$ cat src/hw/rtl/spm_pkg.sv
`timescale 1ns / 1ps
// ----------------------------------------------------------------------------
// Sparse polynomial multiplier package
// Shared widths, sizes and the structs passed between the product generator,
// the accumulator cells and the top level.
// ----------------------------------------------------------------------------
package spm_pkg;

   localparam int MAX_TERMS   = 8;
   localparam int COEFF_WIDTH = 16;

   localparam int IN_CW      = 16;
   localparam int EXP_W      = 10;
   localparam int SUM_EXP_W  = 11;
   localparam int SUM_W      = 38;
   localparam int STORE_CW   = (COEFF_WIDTH < IN_CW) ? COEFF_WIDTH : IN_CW;
   localparam int PROD_W     = 2 * STORE_CW;
   localparam int CNT_W      = $clog2(MAX_TERMS + 1);
   localparam int IDX_W      = (MAX_TERMS > 1) ? $clog2(MAX_TERMS) : 1;
   localparam int CELL_COUNT = MAX_TERMS * MAX_TERMS;

   // One partial product or one accumulated result term.
   typedef struct packed {
      logic                        valid;
      logic [SUM_EXP_W-1:0]        exponent;
      logic signed [SUM_W-1:0]     coefficient;
   } spm_item_type;

   // Requests from the top level to the product generator.
   typedef struct packed {
      logic                        load;
      logic                        kind;
      logic signed [IN_CW-1:0]     coefficient;
      logic [EXP_W-1:0]            exponent;
      logic                        start_job;
      logic                        clear_counts;
   } spm_gen_ctrl_type;

   // Status from the product generator.
   typedef struct packed {
      logic                        counts_nonzero;
      logic                        pairs_done;
   } spm_gen_stat_type;

endpackage

$ cat src/hw/rtl/spm_cell.sv
`timescale 1ns / 1ps
// ----------------------------------------------------------------------------
// Sparse polynomial multiplier accumulator cell
// One slot of a sorted chain: merges, swaps or forwards a travelling term,
// and shifts toward the head while results are read out.
// ----------------------------------------------------------------------------
module spm_cell
   import spm_pkg::*;
(
   input  logic         clock,
   input  logic         reset,
   input  logic         shift,
   input  spm_item_type carry_in,
   input  spm_item_type right_entry,
   output spm_item_type entry,
   output spm_item_type carry_out
);

   spm_item_type entry_ff;
   spm_item_type entry_in;
   spm_item_type carry_ff;
   spm_item_type carry_in_next;

   always_comb begin
      entry_in            = entry_ff;
      carry_in_next       = carry_in;
      carry_in_next.valid = 1'b0;
      if (shift) begin
         entry_in = right_entry;
      end else if (carry_in.valid) begin
         if (!entry_ff.valid) begin
            entry_in = carry_in;
         end else if (entry_ff.exponent == carry_in.exponent) begin
            entry_in.coefficient = entry_ff.coefficient + carry_in.coefficient;
         end else if (carry_in.exponent > entry_ff.exponent) begin
            entry_in      = carry_in;
            carry_in_next = entry_ff;
         end else begin
            carry_in_next = carry_in;
         end
      end
   end

   always_ff @(posedge clock) begin
      if (reset) begin
         entry_ff.valid <= 1'b0;
         carry_ff.valid <= 1'b0;
      end else begin
         entry_ff <= entry_in;
         carry_ff <= carry_in_next;
      end
   end

   assign entry     = entry_ff;
   assign carry_out = carry_ff;

endmodule

$ cat config.mk
export PLATFORM = sky130hd
export DESIGN_NAME = spm_cell
export DESIGN_NICKNAME = d
export VERILOG_FILES = /design/src/hw/rtl/spm_pkg.sv /design/src/hw/rtl/spm_cell.sv
export SDC_FILE = /design/constraint.sdc
export NUM_CORES = 1
export LEC_CHECK = 0
export BUFFER_PORTS_ARGS = -buffer_cell sky130_fd_sc_hd__buf_2
export CAP_MARGIN = 30
export CORE_MARGIN = 2
export CORE_UTILIZATION = 45
export CTS_CLUSTER_DIAMETER = 40
export CTS_CLUSTER_SIZE = 8
export DETAILED_ROUTE_END_ITERATION = 6
export PLACE_DENSITY = 0.71
export SLEW_MARGIN = 20
export SYNTH_ARGS = -nofsm -noshare
export SYNTH_HDL_FRONTEND = slang
export SYNTH_SLANG_ARGS = --single-unit
$ cat constraint.sdc
create_clock -name clock -period 5.19 [get_ports clock]
set_clock_uncertainty 0.05 [all_clocks]
set_input_delay 1.038 -clock clock [delete_from_list [all_inputs] [get_ports clock]]
set_output_delay 1.038 -clock clock [all_outputs]
set_load 0.02 [all_outputs]
# == After elaboration in Yosys (flattened, before gate mapping) ==
# Cells that the tools add are included.
# word_totals
elab_cells,30
output_inout_bits,100
reg_bits,100
# classes
add_sub_neg,1
n_mux,11
n_eq_ne,4
bitwise_logic,3
n_reduce_logical,4
n_lt_le_gt_ge,1
# ops
cell,n
49-bit 2-to-1 mux,6
50-bit 2-to-1 mux,3
38-bit adder,1
38-bit 2-to-1 mux,1
12-bit 2-to-1 mux,1
11-bit equality test,1
11-bit greater-than comparator,1
5-bit OR reduction,1
"4-bit by 2-bit inequality test with 1-bit output, second input constant",1
4-bit AND reduction,1
"3-bit by 2-bit inequality test with 1-bit output, second input constant",1
"3-bit inequality test, second input constant",1
1-bit NOT,3
3-bit AND reduction,1
2-bit nonzero test,1

# == Depth between registers and ports, before layout ==
# logic_depth
depth_word,6
mapped_depth,13
ltp_nobuf,12

# == Least setup slack after synthesis ==
# OpenSTA, ideal clock, no wires.
# synth_path
path_kind,input port to flip-flop
start,input carry_in[39] in the netlist's numbering
end,"register entry_ff (netlist bit entry[0]), enable pin"
cell_stages,9
arrival_ns,3.942
slack_ns,0.751
n_path_buf,0
setup_ns,0.446
required_ns,4.694
path_cell_list,ha_1 a21o_1 a21oi_1 o21ai_0 o21a_1 o21ai_0 a21oi_1 o21ai_0 a21oi_1
# synth_via
elab_chain_cells,3
# synth_lines
item,line,source
"start, declared",spm_cell.sv:13,"input spm_item_type carry_in,"
11-bit greater-than comparator / 11-bit equality test (equally long branches),"spm_cell.sv:35, spm_cell.sv:33",
4-bit by 2-bit inequality test with 1-bit output (no line) *,--,
3-bit AND reduction (no line) *,--,
"end signal, assigned",spm_cell.sv:49,entry_ff <= entry_in;
"end, declared",spm_cell.sv:19,spm_item_type entry_ff;
# Every way passes the cells marked *; elsewhere a longest branch is shown, timed or not.
# A chain may end at the register's enable or synchronous reset.

==> impl_metrics.prom <==
# TYPE chip_impl_metric gauge
chip_impl_info{name="run_status",value="finished clean"} 1
chip_impl_metric{name="synth_compound_area_share",unit="%"} 18.13
chip_impl_metric{name="synth_cells",unit=""} 651
chip_impl_metric{name="first_pass_iters",unit=""} 6
chip_impl_info{name="critPathKind",value="primary input to register"} 1
chip_impl_metric{name="synth.area.mux_share",unit="%"} 10.95
chip_impl_metric{name="post_route_cells_drive_above_1_share",unit="%"} 35.06
chip_impl_metric{name="grt-ovfl-total",unit=""} 0
chip_impl_metric{name="cts_buffer_depth",unit=""} 2
chip_impl_metric{name="worstPathRequired",unit="ns"} 5.33
chip_impl_metric{name="numPlacedInstances",unit=""} 1015
chip_impl_metric{name="p_per_area",unit="mW/mm²"} 268.0
chip_impl_metric{name="post-route-min-period",unit="ns"} 3.742
chip_impl_metric{name="finalNetCount",unit=""} 994
chip_impl_metric{name="post-place-ws",unit="ns"} 1.199
chip_impl_metric{name="postSynthAreaPerCell",unit="µm²"} 10.44
chip_impl_info{name="critical_path.startpoint_type",value="primary input"} 1
chip_impl_metric{name="hold_viol_final",unit=""} 0
chip_impl_metric{name="post_route_ant_nets",unit=""} 0
chip_impl_metric{name="synth.yosys.warnings",unit=""} 0
chip_impl_metric{name="groute.usage.overall",unit="%"} 22.24
chip_impl_metric{name="worst_slew_pin_slew",unit="ns"} 0.8718
chip_impl_metric{name="min_delay_path_depth",unit=""} 1
chip_impl_metric{name="clock-sinks",unit=""} 100
chip_impl_metric{name="power.leakage",unit="nW"} 3.538
chip_impl_info{name="hold_path_startpoint",value="entry[40]"} 1
chip_impl_metric{name="initial_utilization",unit="%"} 46.43
chip_impl_metric{name="source_to_sink_clock_delay_at_the_later_pin_of_the_worst_skew_pair",unit="ns"} 0.35
chip_impl_metric{name="fp-row-count",unit=""} 44
chip_impl_metric{name="final_hpwl_from_detailed_placement",unit="µm"} 13340
chip_impl_metric{name="die_area",unit="mm²"} 0.01611
chip_impl_metric{name="final_critical_path_setup_slack",unit="ns"} 1.448
chip_impl_info{name="timing.critical_path.from",value="carry_in[10]"} 1
chip_impl_metric{name="design.portCount",unit=""} 203
chip_impl_info{name="hold_path.class",value="register to register"} 1
chip_impl_info{name="timing.rr.start",value="entry[10]"} 1
chip_impl_metric{name="worst_ep_arrival_time",unit="ns"} 3.88
chip_impl_metric{name="cts.clk_slew.worst_paths",unit="ns"} 0.07
chip_impl_metric{name="die_w",unit="µm"} 126.9
chip_impl_metric{name="vias_per_cell",unit=""} 5.635
chip_impl_metric{name="netlist_area",unit="mm²"} 0.006799
chip_impl_metric{name="tritoncts.num_buffers",unit=""} 9
chip_impl_info{name="synth_top_family_by_area",value="compound AO/OA/AOI/OAI gates"} 1
chip_impl_metric{name="synth-seq-cells",unit=""} 100
chip_impl_metric{name="gp_congestion",unit=""} 0.8967
chip_impl_metric{name="totalNegativeSetupSlack",unit="ns"} 0
chip_impl_metric{name="wl_per_cell",unit="µm"} 17.59
chip_impl_metric{name="synth_adder_area_share",unit="%"} 9.128
chip_impl_metric{name="grt_start_max_net_pins",unit=""} 79
chip_impl_metric{name="total_power",unit="mW"} 2.211
chip_impl_metric{name="worst_relative_slew_slack",unit="%"} 41.74
chip_impl_info{name="tritoncts",value="done"} 1
chip_impl_metric{name="synth-edff-count",unit=""} 98
chip_impl_info{name="synth-main-ff-cell",value="edfxtp_1"} 1
chip_impl_metric{name="core",unit="mm²"} 0.01464
chip_impl_info{name="leading_cell_types_in_the_layout_fill_and_taps_excluded",value="buf_2, edfxtp_1, nand2_1"} 1
chip_impl_metric{name="area_growth_syn_to_layout",unit="%"} 21.35
chip_impl_metric{name="totalWireLength",unit="µm"} 18150
chip_impl_metric{name="portBuffers",unit=""} 202
chip_impl_metric{name="dr.first_iter.drc_count",unit=""} 379
chip_impl_metric{name="clock.fmax",unit="MHz"} 267.2
chip_impl_metric{name="slew_viol_final",unit=""} 0
chip_impl_metric{name="h-tree-depth",unit=""} 3
chip_impl_metric{name="holdBufCountCts",unit=""} 0
chip_impl_metric{name="worst-r2r-cell-count",unit=""} 10
chip_impl_metric{name="synth.yosys.seq_area_share",unit="%"} 43.87
chip_impl_metric{name="max-vdd-ir-drop",unit="µV"} 177.6
chip_impl_info{name="critPathCaptureType",value="register"} 1
chip_impl_info{name="rsz0062_at_grt",value="false"} 1
chip_impl_metric{name="ctsResizeCount",unit=""} 0
chip_impl_metric{name="fin_cells",unit=""} 1032
chip_impl_metric{name="synth_cell_types",unit=""} 58
chip_impl_metric{name="post-route-period-util",unit="%"} 72.11
chip_impl_metric{name="route.detailed.drc",unit=""} 0
chip_impl_info{name="clk_root_buffer_cell",value="clkbuf_16"} 1
chip_impl_metric{name="global_route_wire_length_before_repair",unit="µm"} 28170
chip_impl_metric{name="setup_violations",unit=""} 0
chip_impl_metric{name="post_synth_and_or_nand_nor_area_fraction",unit="%"} 10.62
chip_impl_metric{name="initial_antenna_violation_count",unit=""} 1
chip_impl_info{name="leading_cell_type_in_the_layout_fill_and_taps_excluded",value="buf_2"} 1
chip_impl_metric{name="routed-via-count",unit=""} 5815
chip_impl_metric{name="cts.repair_timing.setup_buffer_count",unit=""} 0
chip_impl_metric{name="syn_nets",unit=""} 803
chip_impl_metric{name="first_global_vias",unit=""} 5499
chip_impl_metric{name="die_h",unit="µm"} 126.9
chip_impl_metric{name="postSynth.asyncResetShare",unit="%"} 0
chip_impl_metric{name="drv_cap",unit=""} 0
chip_impl_metric{name="crit_path_max_fanout",unit=""} 8
chip_impl_metric{name="synth-xor-area-share",unit="%"} 3.736
[metrics by stage]
| stage | util [%] | instance area (µm²) | hold slack, ns |
|---|---|---|---|
| after floorplan | - | 6799 | 0.5866 |
| after global placement | 54.40 | 7966 | 0.5417 |
| after detailed placement | 54.45 | 7974 | 0.5425 |
| after CTS | 56.32 | 8248 | 0.5627 |
| after global routing | 56.34 | 8250 | 0.5893 |
| final | 56.34 | 8250 | 0.5564 |
[worst max-delay path, cell delays in order]
cell and delay (ns):
buf_2 0.12, ha_1 0.39, a21oi_1 0.38, o21ai_0 0.14, a2111oi_0 0.31, o21ai_1 0.25
a211oi_2 0.46, o31ai_2 0.11, xnor2_1 0.14, or3_1 0.36, a31oi_1 0.18
[kinds of logic after synthesis]
kind of cell / Yosys count
AO/OA/AOI/OAI: 199
AND/OR/NAND/NOR: 152
flip-flops: 100
multiplexers: 67
buffers and inverters: 55
adder cells (fa/ha/maj): 49
XOR/XNOR: 29
[synthesized netlist by cell type (9+ instances only)]
cell      count  share of area (%)
a21o_1       19                2.1
a21oi_1      63                4.6
clkbuf_1     19                1.0
edfxtp_1     98                 43
ha_1         48                8.8
inv_1        25                1.4
mux2_2       59                9.8
nand2_1      70                3.9
nand3_1       9               0.66
nand4_1       9               0.83
nor2_1       26                1.4
nor3_1       12               0.88
o21a_1       14                1.5
o21ai_0      54                4.0
xnor2_1      18                2.3
xor2_1       11                1.4
[flip-flops by register name, indices dropped and copies added (netlist names)]
register   cells
carry_out     50
entry         50
[worst paths after layout]
path / endpoint / slack (ns)
worst max-delay path: entry[37] / 1.45
worst min register to register: carry_out[40] / 0.56
worst max register to register: entry[37] / 1.81
worst min-delay path: carry_out[40] / 0.56
[where the power goes]
part / internal [mW] / leakage [nW] / switching, mW / total [mW]
clock network: 0.328 / 0.136 / 0.321 / 0.649
logic: 0.236 / 2.44 / 0.347 / 0.583
registers: 0.952 / 0.966 / 0.0268 / 0.979
[cell type report]
| type | count | area (µm²) |
|---|---|---|
| diodes | 1 | 2.502 |
| repair buffers | 209 | 1064 |
| clock buffers | 9 | 225.2 |
| clock inverters | 7 | 48.80 |
| well taps | 184 | 230.2 |
| flip-flops and latches | 100 | 2983 |
| fillers | 1323 | 6394 |
| inverters | 26 | 97.59 |
| multi-input cells | 496 | 3600 |
[routing by layer]
metal | up-vias | GRT usage, % | share of wire [%] | wire (µm)
li1 | 2837 | - | - | -
met4 | 0 | 8.016 | 2.4 | 442
met5 | - | 0 | 0 | 0
met2 | 240 | 35.39 | 45 | 8256
met1 | 2705 | 30.44 | 45 | 8198
met3 | 33 | 4.218 | 6.9 | 1254
No activity file was read; power rests on OpenSTA's default activity.
