--- config.mk ---
export PLATFORM = sky130hd
export DESIGN_NAME = spm_pair_gen
export DESIGN_NICKNAME = d
export VERILOG_FILES = /design/src/hw/rtl/spm_pkg.sv /design/src/hw/rtl/spm_pair_gen.sv
export SDC_FILE = /design/constraint.sdc
export NUM_CORES = 1
export LEC_CHECK = 0
export ABC_AREA = 1
export BUFFER_PORTS_ARGS = -buffer_cell sky130_fd_sc_hd__buf_2
export CELL_PAD_IN_SITES_DETAIL_PLACEMENT = 0
export CELL_PAD_IN_SITES_GLOBAL_PLACEMENT = 1
export CORE_UTILIZATION = 45
export DETAILED_ROUTE_END_ITERATION = 16
export GPL_ROUTABILITY_DRIVEN = 0
export GPL_TIMING_DRIVEN = 1
export MAX_ROUTING_LAYER = met4
export PLACE_DENSITY_LB_ADDON = 0.1
export SYNTH_ARGS = -nofsm -noshare
export SYNTH_HDL_FRONTEND = slang
export SYNTH_SLANG_ARGS = --single-unit
export TNS_END_PERCENT = 5
--- constraint.sdc ---
create_clock -name clock -period 7.1 [get_ports clock]
set_input_delay 1.42 -clock clock [delete_from_list [all_inputs] [get_ports clock]]
set_output_delay 1.42 -clock clock [all_outputs]
set_load 0.02 [all_outputs]
--- src/hw/rtl/spm_pkg.sv ---
`timescale 1ns / 1ps
// ----------------------------------------------------------------------------
// Sparse polynomial multiplier package
// Shared widths, sizes and the structs passed between the product generator,
// the accumulator cells and the top level.
// ----------------------------------------------------------------------------
package spm_pkg;

   localparam int MAX_TERMS   = 8;
   localparam int COEFF_WIDTH = 16;

   localparam int IN_CW      = 16;
   localparam int EXP_W      = 10;
   localparam int SUM_EXP_W  = 11;
   localparam int SUM_W      = 38;
   localparam int STORE_CW   = (COEFF_WIDTH < IN_CW) ? COEFF_WIDTH : IN_CW;
   localparam int PROD_W     = 2 * STORE_CW;
   localparam int CNT_W      = $clog2(MAX_TERMS + 1);
   localparam int IDX_W      = (MAX_TERMS > 1) ? $clog2(MAX_TERMS) : 1;
   localparam int CELL_COUNT = MAX_TERMS * MAX_TERMS;

   // One partial product or one accumulated result term.
   typedef struct packed {
      logic                        valid;
      logic [SUM_EXP_W-1:0]        exponent;
      logic signed [SUM_W-1:0]     coefficient;
   } spm_item_type;

   // Requests from the top level to the product generator.
   typedef struct packed {
      logic                        load;
      logic                        kind;
      logic signed [IN_CW-1:0]     coefficient;
      logic [EXP_W-1:0]            exponent;
      logic                        start_job;
      logic                        clear_counts;
   } spm_gen_ctrl_type;

   // Status from the product generator.
   typedef struct packed {
      logic                        counts_nonzero;
      logic                        pairs_done;
   } spm_gen_stat_type;

endpackage

--- src/hw/rtl/spm_pair_gen.sv ---
`timescale 1ns / 1ps
// ----------------------------------------------------------------------------
// Sparse polynomial multiplier product generator
// Stores the terms of both polynomials and walks over every pair, producing
// one registered product with its summed exponent per cycle.
// ----------------------------------------------------------------------------
module spm_pair_gen
   import spm_pkg::*;
(
   input  logic             clock,
   input  logic             reset,
   input  spm_gen_ctrl_type ctrl,
   output spm_gen_stat_type stat,
   output spm_item_type     product
);

   logic signed [STORE_CW-1:0] first_coeffs_ff  [MAX_TERMS];
   logic [EXP_W-1:0]           first_exps_ff    [MAX_TERMS];
   logic signed [STORE_CW-1:0] second_coeffs_ff [MAX_TERMS];
   logic [EXP_W-1:0]           second_exps_ff   [MAX_TERMS];

   logic [CNT_W-1:0] first_count_ff;
   logic [CNT_W-1:0] second_count_ff;
   logic [IDX_W-1:0] i_ff;
   logic [IDX_W-1:0] j_ff;
   logic             run_ff;

   logic signed [STORE_CW-1:0] a_ff;
   logic signed [STORE_CW-1:0] b_ff;
   logic [SUM_EXP_W-1:0]       e1_ff;
   logic                       v1_ff;

   logic signed [PROD_W-1:0]   prod_ff;
   logic signed [PROD_W-1:0]   prod_in;
   logic [SUM_EXP_W-1:0]       e2_ff;
   logic                       v2_ff;

   logic last_j;
   logic last_i;

   assign last_j = ((CNT_W'(j_ff) + CNT_W'(1)) == second_count_ff);
   assign last_i = ((CNT_W'(i_ff) + CNT_W'(1)) == first_count_ff);

   assign stat.counts_nonzero = (first_count_ff != '0) && (second_count_ff != '0);
   assign stat.pairs_done     = run_ff && last_i && last_j;

   assign prod_in = PROD_W'(a_ff) * PROD_W'(b_ff);

   // Term stores.
   always_ff @(posedge clock) begin
      if (ctrl.load && !ctrl.kind && (first_count_ff < CNT_W'(MAX_TERMS))) begin
         first_coeffs_ff[first_count_ff[IDX_W-1:0]] <= ctrl.coefficient[STORE_CW-1:0];
         first_exps_ff[first_count_ff[IDX_W-1:0]]   <= ctrl.exponent;
      end
      if (ctrl.load && ctrl.kind && (second_count_ff < CNT_W'(MAX_TERMS))) begin
         second_coeffs_ff[second_count_ff[IDX_W-1:0]] <= ctrl.coefficient[STORE_CW-1:0];
         second_exps_ff[second_count_ff[IDX_W-1:0]]   <= ctrl.exponent;
      end
   end

   // Counts and the pair walk.
   always_ff @(posedge clock) begin
      if (reset) begin
         first_count_ff  <= '0;
         second_count_ff <= '0;
         run_ff          <= 1'b0;
         i_ff            <= '0;
         j_ff            <= '0;
         v1_ff           <= 1'b0;
         v2_ff           <= 1'b0;
      end else begin
         if (ctrl.clear_counts) begin
            first_count_ff  <= '0;
            second_count_ff <= '0;
         end else if (ctrl.load) begin
            if (!ctrl.kind && (first_count_ff < CNT_W'(MAX_TERMS))) begin
               first_count_ff <= first_count_ff + CNT_W'(1);
            end
            if (ctrl.kind && (second_count_ff < CNT_W'(MAX_TERMS))) begin
               second_count_ff <= second_count_ff + CNT_W'(1);
            end
         end

         if (ctrl.start_job) begin
            run_ff <= 1'b1;
            i_ff   <= '0;
            j_ff   <= '0;
         end else if (run_ff) begin
            if (last_j) begin
               j_ff <= '0;
               i_ff <= i_ff + IDX_W'(1);
               if (last_i) begin
                  run_ff <= 1'b0;
               end
            end else begin
               j_ff <= j_ff + IDX_W'(1);
            end
         end

         v1_ff <= run_ff;
         v2_ff <= v1_ff;
      end
   end

   // Operand and product registers carry no reset.
   always_ff @(posedge clock) begin
      a_ff    <= first_coeffs_ff[i_ff];
      b_ff    <= second_coeffs_ff[j_ff];
      e1_ff   <= {1'b0, first_exps_ff[i_ff]} + {1'b0, second_exps_ff[j_ff]};
      prod_ff <= prod_in;
      e2_ff   <= e1_ff;
   end

   assign product.valid       = v2_ff;
   assign product.exponent    = e2_ff;
   assign product.coefficient = SUM_W'(prod_ff);

endmodule

# After elaboration in Yosys (flattened, before gate mapping)
# Memory sizes are Yosys's and may differ from the RTL's. A register that Yosys moved wholly into a read port is not among the register bits.
# Cells that the tools add are included.
# word_totals
register_bits,71
ram_bits,416
input_bits,32
output_inout_bits,52
elab_cells,56
memories,4
# mem_list
name,depth,word_bits,read_ports,rd_ports_with_merged_regs,wr,line_no,text
first_coeffs_ff,8,16,1,1,1,spm_pair_gen.sv:17,logic signed [STORE_CW-1:0] first_coeffs_ff [MAX_TERMS];
second_coeffs_ff,8,16,1,1,1,spm_pair_gen.sv:19,logic signed [STORE_CW-1:0] second_coeffs_ff [MAX_TERMS];
first_exps_ff,8,10,1,1,1,spm_pair_gen.sv:18,logic [EXP_W-1:0] first_exps_ff [MAX_TERMS];
second_exps_ff,8,10,1,1,1,spm_pair_gen.sv:20,logic [EXP_W-1:0] second_exps_ff [MAX_TERMS];
# classes
n_addsub,7
multipliers,1
magnitude_cmp,2
eq_ne,2
n_mux,13
reduce_logical,17
# ops
cell,count
16-bit by 16-bit multiplier with 32-bit output,1
3-bit 2-to-1 mux,5
10-bit by 10-bit adder with 11-bit output,1
1-bit logical AND,9
3-bit by 1-bit adder with 4-bit output (second input constant),2
4-bit by 1-bit adder with 4-bit output (second input constant),2
4-bit equality test,2
4-bit < comparator (second input constant),2
1-bit 2-to-1 mux,8
4-bit nonzero test,2
3-bit by 1-bit adder with 3-bit output (second input constant),2
2-bit AND reduction,3
2-bit OR reduction,2
1-bit logical NOT,1

# Depth between registers and ports, before layout
# Gate-level depths: netlist of the first run.
# logic_depth
ltp_word,6
mapped_depth,27
depth_no_buf,25

# Worst setup path before layout of the first run
# Ideal clock, no wire load.
# synth_path
kind,register -> register
start,register a_ff[15] (read register of first_coeffs_ff)
end,register prod_ff[31]
setup_ns,0.113
arrival_ns,5.315
t_required_ns,6.987
slack_ns,1.672
path_stages_with_launch,22
synth_period_minus_slack_ns,5.428
cell_sequence,dfxtp_1 -> clkbuf_1 -> nand2_1 -> inv_1 -> fa_1 -> fa_1 -> fa_1 -> fa_1 -> fa_1 -> inv_1 -> fa_1 -> inv_1 -> ha_1 -> nand2_1 -> nor2_1 -> inv_1 -> nor3_1 -> nand2_1 -> inv_1 -> nor2_1 -> nand2_1 -> nand2_1
# synth_via
elab_chain_cells,1
# synth_rtl
item,line_no,text
start: declaration,spm_pair_gen.sv:28,logic signed [STORE_CW-1:0] a_ff;
16-bit by 16-bit multiplier with 32-bit output,spm_pair_gen.sv:47,assign prod_in = PROD_W'(a_ff) * PROD_W'(b_ff);
net prod_in[31],spm_pair_gen.sv:34,logic signed [PROD_W-1:0] prod_in;
end signal: assignment,spm_pair_gen.sv:110,prod_ff <= prod_in;
end: declaration,spm_pair_gen.sv:33,logic signed [PROD_W-1:0] prod_ff;
# The timed path passes the listed nets, and every way through them passes these cells.
# A chain may end at the register's enable or synchronous reset.

# Worst setup path after layout of the first run
# layout_path
start,register b_ff[1] (read register of second_coeffs_ff)
end,register prod_ff[23]
# layout_via
elab_chain_cells,1
# layout_rtl
item,line_no,text
start: declaration,spm_pair_gen.sv:29,logic signed [STORE_CW-1:0] b_ff;
16-bit by 16-bit multiplier with 32-bit output,spm_pair_gen.sv:47,
net prod_in[23],spm_pair_gen.sv:34,
# The timed path passes the listed nets, and every way through them passes these cells.

==> results of run 1 <==
cell families after synthesis:
| group | share of synthesized area |
|---|---|
| AND/OR/NAND/NOR | 0.143 |
| buffers and inverters | 0.0853 |
| flip-flops | 0.486 |
| adder cells (fa/ha/maj) | 0.215 |
| AO/OA/AOI/OAI | 0.0616 |
| XOR/XNOR | 0.00928 |
placed cells by master, fill, tap and decap left out, types with 9 or more instances in the layout:
cell       synthesis  final
xor2_1            25     25
nand4_1           13     13
dfxtp_1          109    105
clkinv_2           0     11
ha_1              98     98
nor2_1           399    384
nand3_1           54     54
inv_1            515    513
nor2_4             0     15
nand2_1          615    615
o32ai_1          104    104
edfxtp_1         416    416
clkbuf_1          91      9
clkbuf_16          0     58
a21oi_1           43     43
buf_4             19     37
fa_1             263    263
o21ai_0          119    119
buf_2             24     83
metal layers:
metal,track usage,routed length (µm),vias to the layer above
met5,-,0,-
met4,0.0589,1650,0
met3,0.0264,2990,95
met2,0.404,37800,382
met1,0.299,32700,10016
li1,-,-,9519
worst max-delay path, cell delays in order (launching register included):
cell      delay, ns
dfxtp_1        0.82
nand2_1        0.21
inv_1          0.16
fa_1           0.54
fa_1           0.94
fa_1           0.54
fa_1           0.51
fa_1           0.49
inv_1          0.05
fa_1           0.47
inv_1          0.04
ha_1           0.36
nand2_1        0.14
nor2_1         0.17
inv_1          0.08
nor2_1         0.14
nand4_1        0.13
nand3b_1       0.14
xor2_1         0.28
stage by stage:
| stage | utilization | setup slack, ns |
|---|---|---|
| floorplan | - | 1.67 |
| global placement | 0.476 | 0.899 |
| detailed placement | 0.476 | 0.869 |
| CTS | 0.505 | 0.833 |
| global route | 0.505 | 0.544 |
| finish | 0.505 | 0.783 |
flip-flops by register name, summed over array words and instances (netlist names), 16 cells and up, named ones only:
signal / cells
a_ff: 16
b_ff: 16
first_coeffs_ff: 128
first_exps_ff: 80
prod_ff: 32
second_coeffs_ff: 128
second_exps_ff: 80
cell type report:
type / count / area, µm²
clock buffers: 77 / 1590
repair buffers: 120 / 693
clock inverters: 29 / 290
diodes: 2 / 5.00
fillers: 6081 / 32700
well taps: 864 / 1080
flip-flops and latches: 525 / 14700
multi-input cells: 1782 / 13100
inverters: 518 / 1940
worst min-delay path by stage:
stage / to / slack (ns) / cells after the start
floorplan: e2_ff[0] / 0.31 / 0
detailed placement: e2_ff[0] / 0.31 / 0
global route: e2_ff[8] / 0.34 / 0
CTS: e2_ff[2] / 0.33 / 0
global placement: e2_ff[0] / 0.31 / 0
finish: e2_ff[2] / 0.33 / 0
==> impl_metrics.toml, run 1 <==
[synth]
avgSynthCellArea_um2 = 10.2
synth_top_flop_cell = "edfxtp_1"
synth-edff-count = 416
synth.most_common_cell = "nand2_1"
synth.area.top_cells = "edfxtp_1, fa_1, nand2_1"
ys_types = 36
synthArstFlopShare = 0
synth_top_area_frac = 0.414
syn_nets = 3359
ys_seq_area_frac = 0.486
synth_top_cell_by_area = "edfxtp_1"
synthCells = 2966
ys_ff_latch = 525
yosys_warnings = 0
ys_top_cells_by_count = "nand2_1, inv_1, edfxtp_1"
syn_area_um2 = 30200

[global_route]
grt_pass1_wl_um = 119000
grt_max_degree = 71
grt_use_total = 0.236
antenna_found_initial = 2
grt_pass1_vias = 20899
grt-ovfl-total = 0

[clock_tree]
tritoncts.num_buffers = 56
cts_resized = 0
htree_levels = 2
cts_setup_buffers = 0
root_buffer = "clkbuf_16"
cts_tree = "built"
clkTransAtPathRegs_ns = 0.06
cts.sinks = 525
clk_latency_ns = 0.65
cts-hold-fix-buffers = 0
cts_buffer_depth = 3

[placed_design]
dp_hpwl_um = 51300
placed_cells_incl_taps = 3809
dpl-instance-area_um2 = 31500
placement.io_buffers = 83

[finish]
drive_gt1_frac = 0.0813
nets = 3396
area_growth_pct = 10.4
fin_cells = 3917
post-route-cell-area_um2 = 33400

[worst_hold_path]
hp-start = "e1_ff[2]"
hold_class = "reg2reg"

[drt]
wl_um = 75100
dr.first_iter.drc_count = 1290
ant_nets = 0
drc = 3
routed-via-count = 20012
wl_per_cell_um = 19.2
via_per_inst = 5.11
firstDrtPassIters = 11

[timing]
period_minus_slack_ns = 6.32
whs_ns = 0.327
tightestPinTransition_ns = 0.980
max_freq_mhz = 158
setup_viol = 0
min_period_over_period = 0.890
finalSetupTns_ns = 0
skew_ns = 0.0531
slew_violations = 0
rsz0062_at_grt = "false"
final-hold-violation-count = 0
max_slew_margin = 0.346

[critical_path]
cp-start-kind = "register"
critPathArrivalTime_ns = 6.80
required_ns = 7.59
crit_fanout = 16
ff2ff_path_depth = 18
r2r-end = "prod_ff[23]"
startpoint = "b_ff[1]"
critPathCapture = "prod_ff[23]"
endpoint_kind = "register"
path_class = "reg2reg"
rrSetupSlack_ns = 0.78
reg2reg_from = "b_ff[1]"

[outcome]
violations = "design-rule violations"
status = "finished, violations left"

[floorplanning]
num_rows = 94
core-area_um2 = 66100
initial_core_util = 0.457
die_area_um2 = 68200
fp.dieW_um = 261
io_pins = 84
dieHeight_um = 261

[run]
drv_cap = 0
Power of run 1 is left out: the tool's default activity adds up to more than one toggle a clock period on the data nets, which glitch-free logic cannot reach.
==> inputs of run 2 (changes only) <==
--- a/config.mk
+++ b/config.mk
@@ -6,7 +6,7 @@
 export NUM_CORES = 1
 export LEC_CHECK = 0
 export ABC_AREA = 1
-export BUFFER_PORTS_ARGS = -buffer_cell sky130_fd_sc_hd__buf_2
+export BUFFER_PORTS_ARGS = -buffer_cell sky130_fd_sc_hd__buf_4
 export CELL_PAD_IN_SITES_DETAIL_PLACEMENT = 0
 export CELL_PAD_IN_SITES_GLOBAL_PLACEMENT = 1
 export CORE_UTILIZATION = 45
==> run 2 against run 1 <==
  * The run still ends with design-rule violations left
  * Sequential cell count unchanged
  * Utilization rose by 0.38 points
  * Final cell count barely moved
  * Via count grew 0.71%
  * Register-to-register slack barely moved
  * Routed wire length increased by 1.3%
  * Global-route usage rose by 0.39 points
  * Maximum frequency barely moved
  * Clock skew grew 0.0079 ns
  * Worst hold slack lost 0.0037 ns
  * Setup slack better by 0.0042 ns
  * Critical endpoint unchanged
==> impl_metrics.toml, run 2 (synthesis gave the netlist of run 1 again) <==
[outcome]
status = "finished, violations left"
violations = "design-rule violations"

[finish]
area_growth_pct = 11.3
drive_gt1_frac = 0.0806
final_common_cell = "nand2_1"
nets = 3396
fillers = 5957
mostFrequentLayoutCells = "nand2_1, inv_1, edfxtp_1, nor2_1, fa_1"

[worst_hold_path]
hold_end = "e2_ff[6]"
hold_class = "reg2reg"
hp-start = "e1_ff[6]"
hold_depth = 0

[critical_path]
cp-start-kind = "register"
startpoint = "b_ff[1]"
required_ns = 7.59
path_class = "reg2reg"
ff2ff_path_depth = 18
reg2reg_from = "b_ff[1]"
critPathArrivalTime_ns = 6.80
endpoint_kind = "register"
r2r-end = "prod_ff[23]"
crit_fanout = 16
rrSetupSlack_ns = 0.79

[drt]
dr.first_iter.drc_count = 1313
wl_um = 76100
routed-via-count = 20155
firstDrtPassIters = 13
drc = 2
ant_nets = 0
wl_per_cell_um = 19.4
via_per_inst = 5.14

[global_route]
antenna_found_initial = 2
grt_use_total = 0.240
grt_pass1_vias = 20996
grt_max_degree = 71
grt-ovfl-total = 0
grt_pass1_wl_um = 120000

[floorplanning]
num_rows = 94
io_pins = 84
die_area_um2 = 68200
initial_core_util = 0.457
dieHeight_um = 261
core-area_um2 = 66100
fp.dieW_um = 261

[timing]
max_freq_mhz = 158
setup_viol = 0
whs_ns = 0.323
min_period_over_period = 0.889
rsz0062_at_grt = "false"
max_slew_margin = 0.196
period_minus_slack_ns = 6.31
skew_ns = 0.0611
tightestPinTransition_ns = 1.20
final-hold-violation-count = 0
finalSetupTns_ns = 0
slew_violations = 0

[clock_tree]
clk_latency_ns = 0.66
tritoncts.num_buffers = 57
cts.sinks = 525
cts-hold-fix-buffers = 0
clkTransAtPathRegs_ns = 0.07
cts_setup_buffers = 0
cts_resized = 0
cts_buffer_depth = 3
cts_tree = "built"
htree_levels = 2
root_buffer = "clkbuf_16"

[placed_design]
placement.io_buffers = 83
dp_hpwl_um = 51100

[run]
drv_cap = 0
[run 2: worst max path at each step]
stage / to / slack, ns / depth (start not counted)
5_1_grt: prod_ff[23] / 0.48 / 18
3_3_place_gp: prod_ff[23] / 0.88 / 18
6_report: prod_ff[23] / 0.79 / 18
2_1_floorplan: prod_ff[31] / 1.67 / 21
4_1_cts: prod_ff[23] / 0.79 / 18
3_5_place_dp: prod_ff[23] / 0.85 / 18
[run 2: per-stage QoR]
stage	setup WS, ns	instances	util	instance area, µm²
2_1_floorplan	1.67	2966	-	30200
3_3_place_gp	0.876	3808	0.479	31700
3_5_place_dp	0.848	3808	0.479	31700
4_1_cts	0.785	3916	0.508	33600
5_1_grt	0.478	3918	0.508	33600
6_report	0.787	3918	0.508	33600
[run 2: cell type report]
cell class                      instances  area (µm²)  area share
Inverter                              518        1940      0.0579
Antenna cell                            2        5.00    0.000149
Clock inverter                         32         374      0.0111
Multi-Input combinational cell       1782       13100       0.389
Tap cell                              864        1080      0.0322
Clock buffer                           76        1560      0.0464
Sequential cell                       525       14700       0.437
Timing Repair Buffer                  119         893      0.0266
[run 2: routing by layer]
metal / track usage / vias to the layer above / share of wire
li1: - / 9515 / -
met1: 0.299 / 10091 / 0.43
met2: 0.413 / 434 / 0.51
met3: 0.0271 / 115 / 0.040
met4: 0.0641 / 0 / 0.023
met5: - / - / 0
[run 2: critical path: stages (launching register included)]
cell	delay, ns
dfxtp_1	0.76
nand2_1	0.21
inv_1	0.16
fa_1	0.56
fa_1	0.92
fa_1	0.53
fa_1	0.51
fa_1	0.50
inv_1	0.05
fa_1	0.47
inv_1	0.04
ha_1	0.36
nand2_1	0.14
nor2_1	0.16
inv_1	0.09
nor2_1	0.16
nand4_1	0.12
nand3b_1	0.13
xor2_1	0.29
Power of run 2 is left out for the same reason.
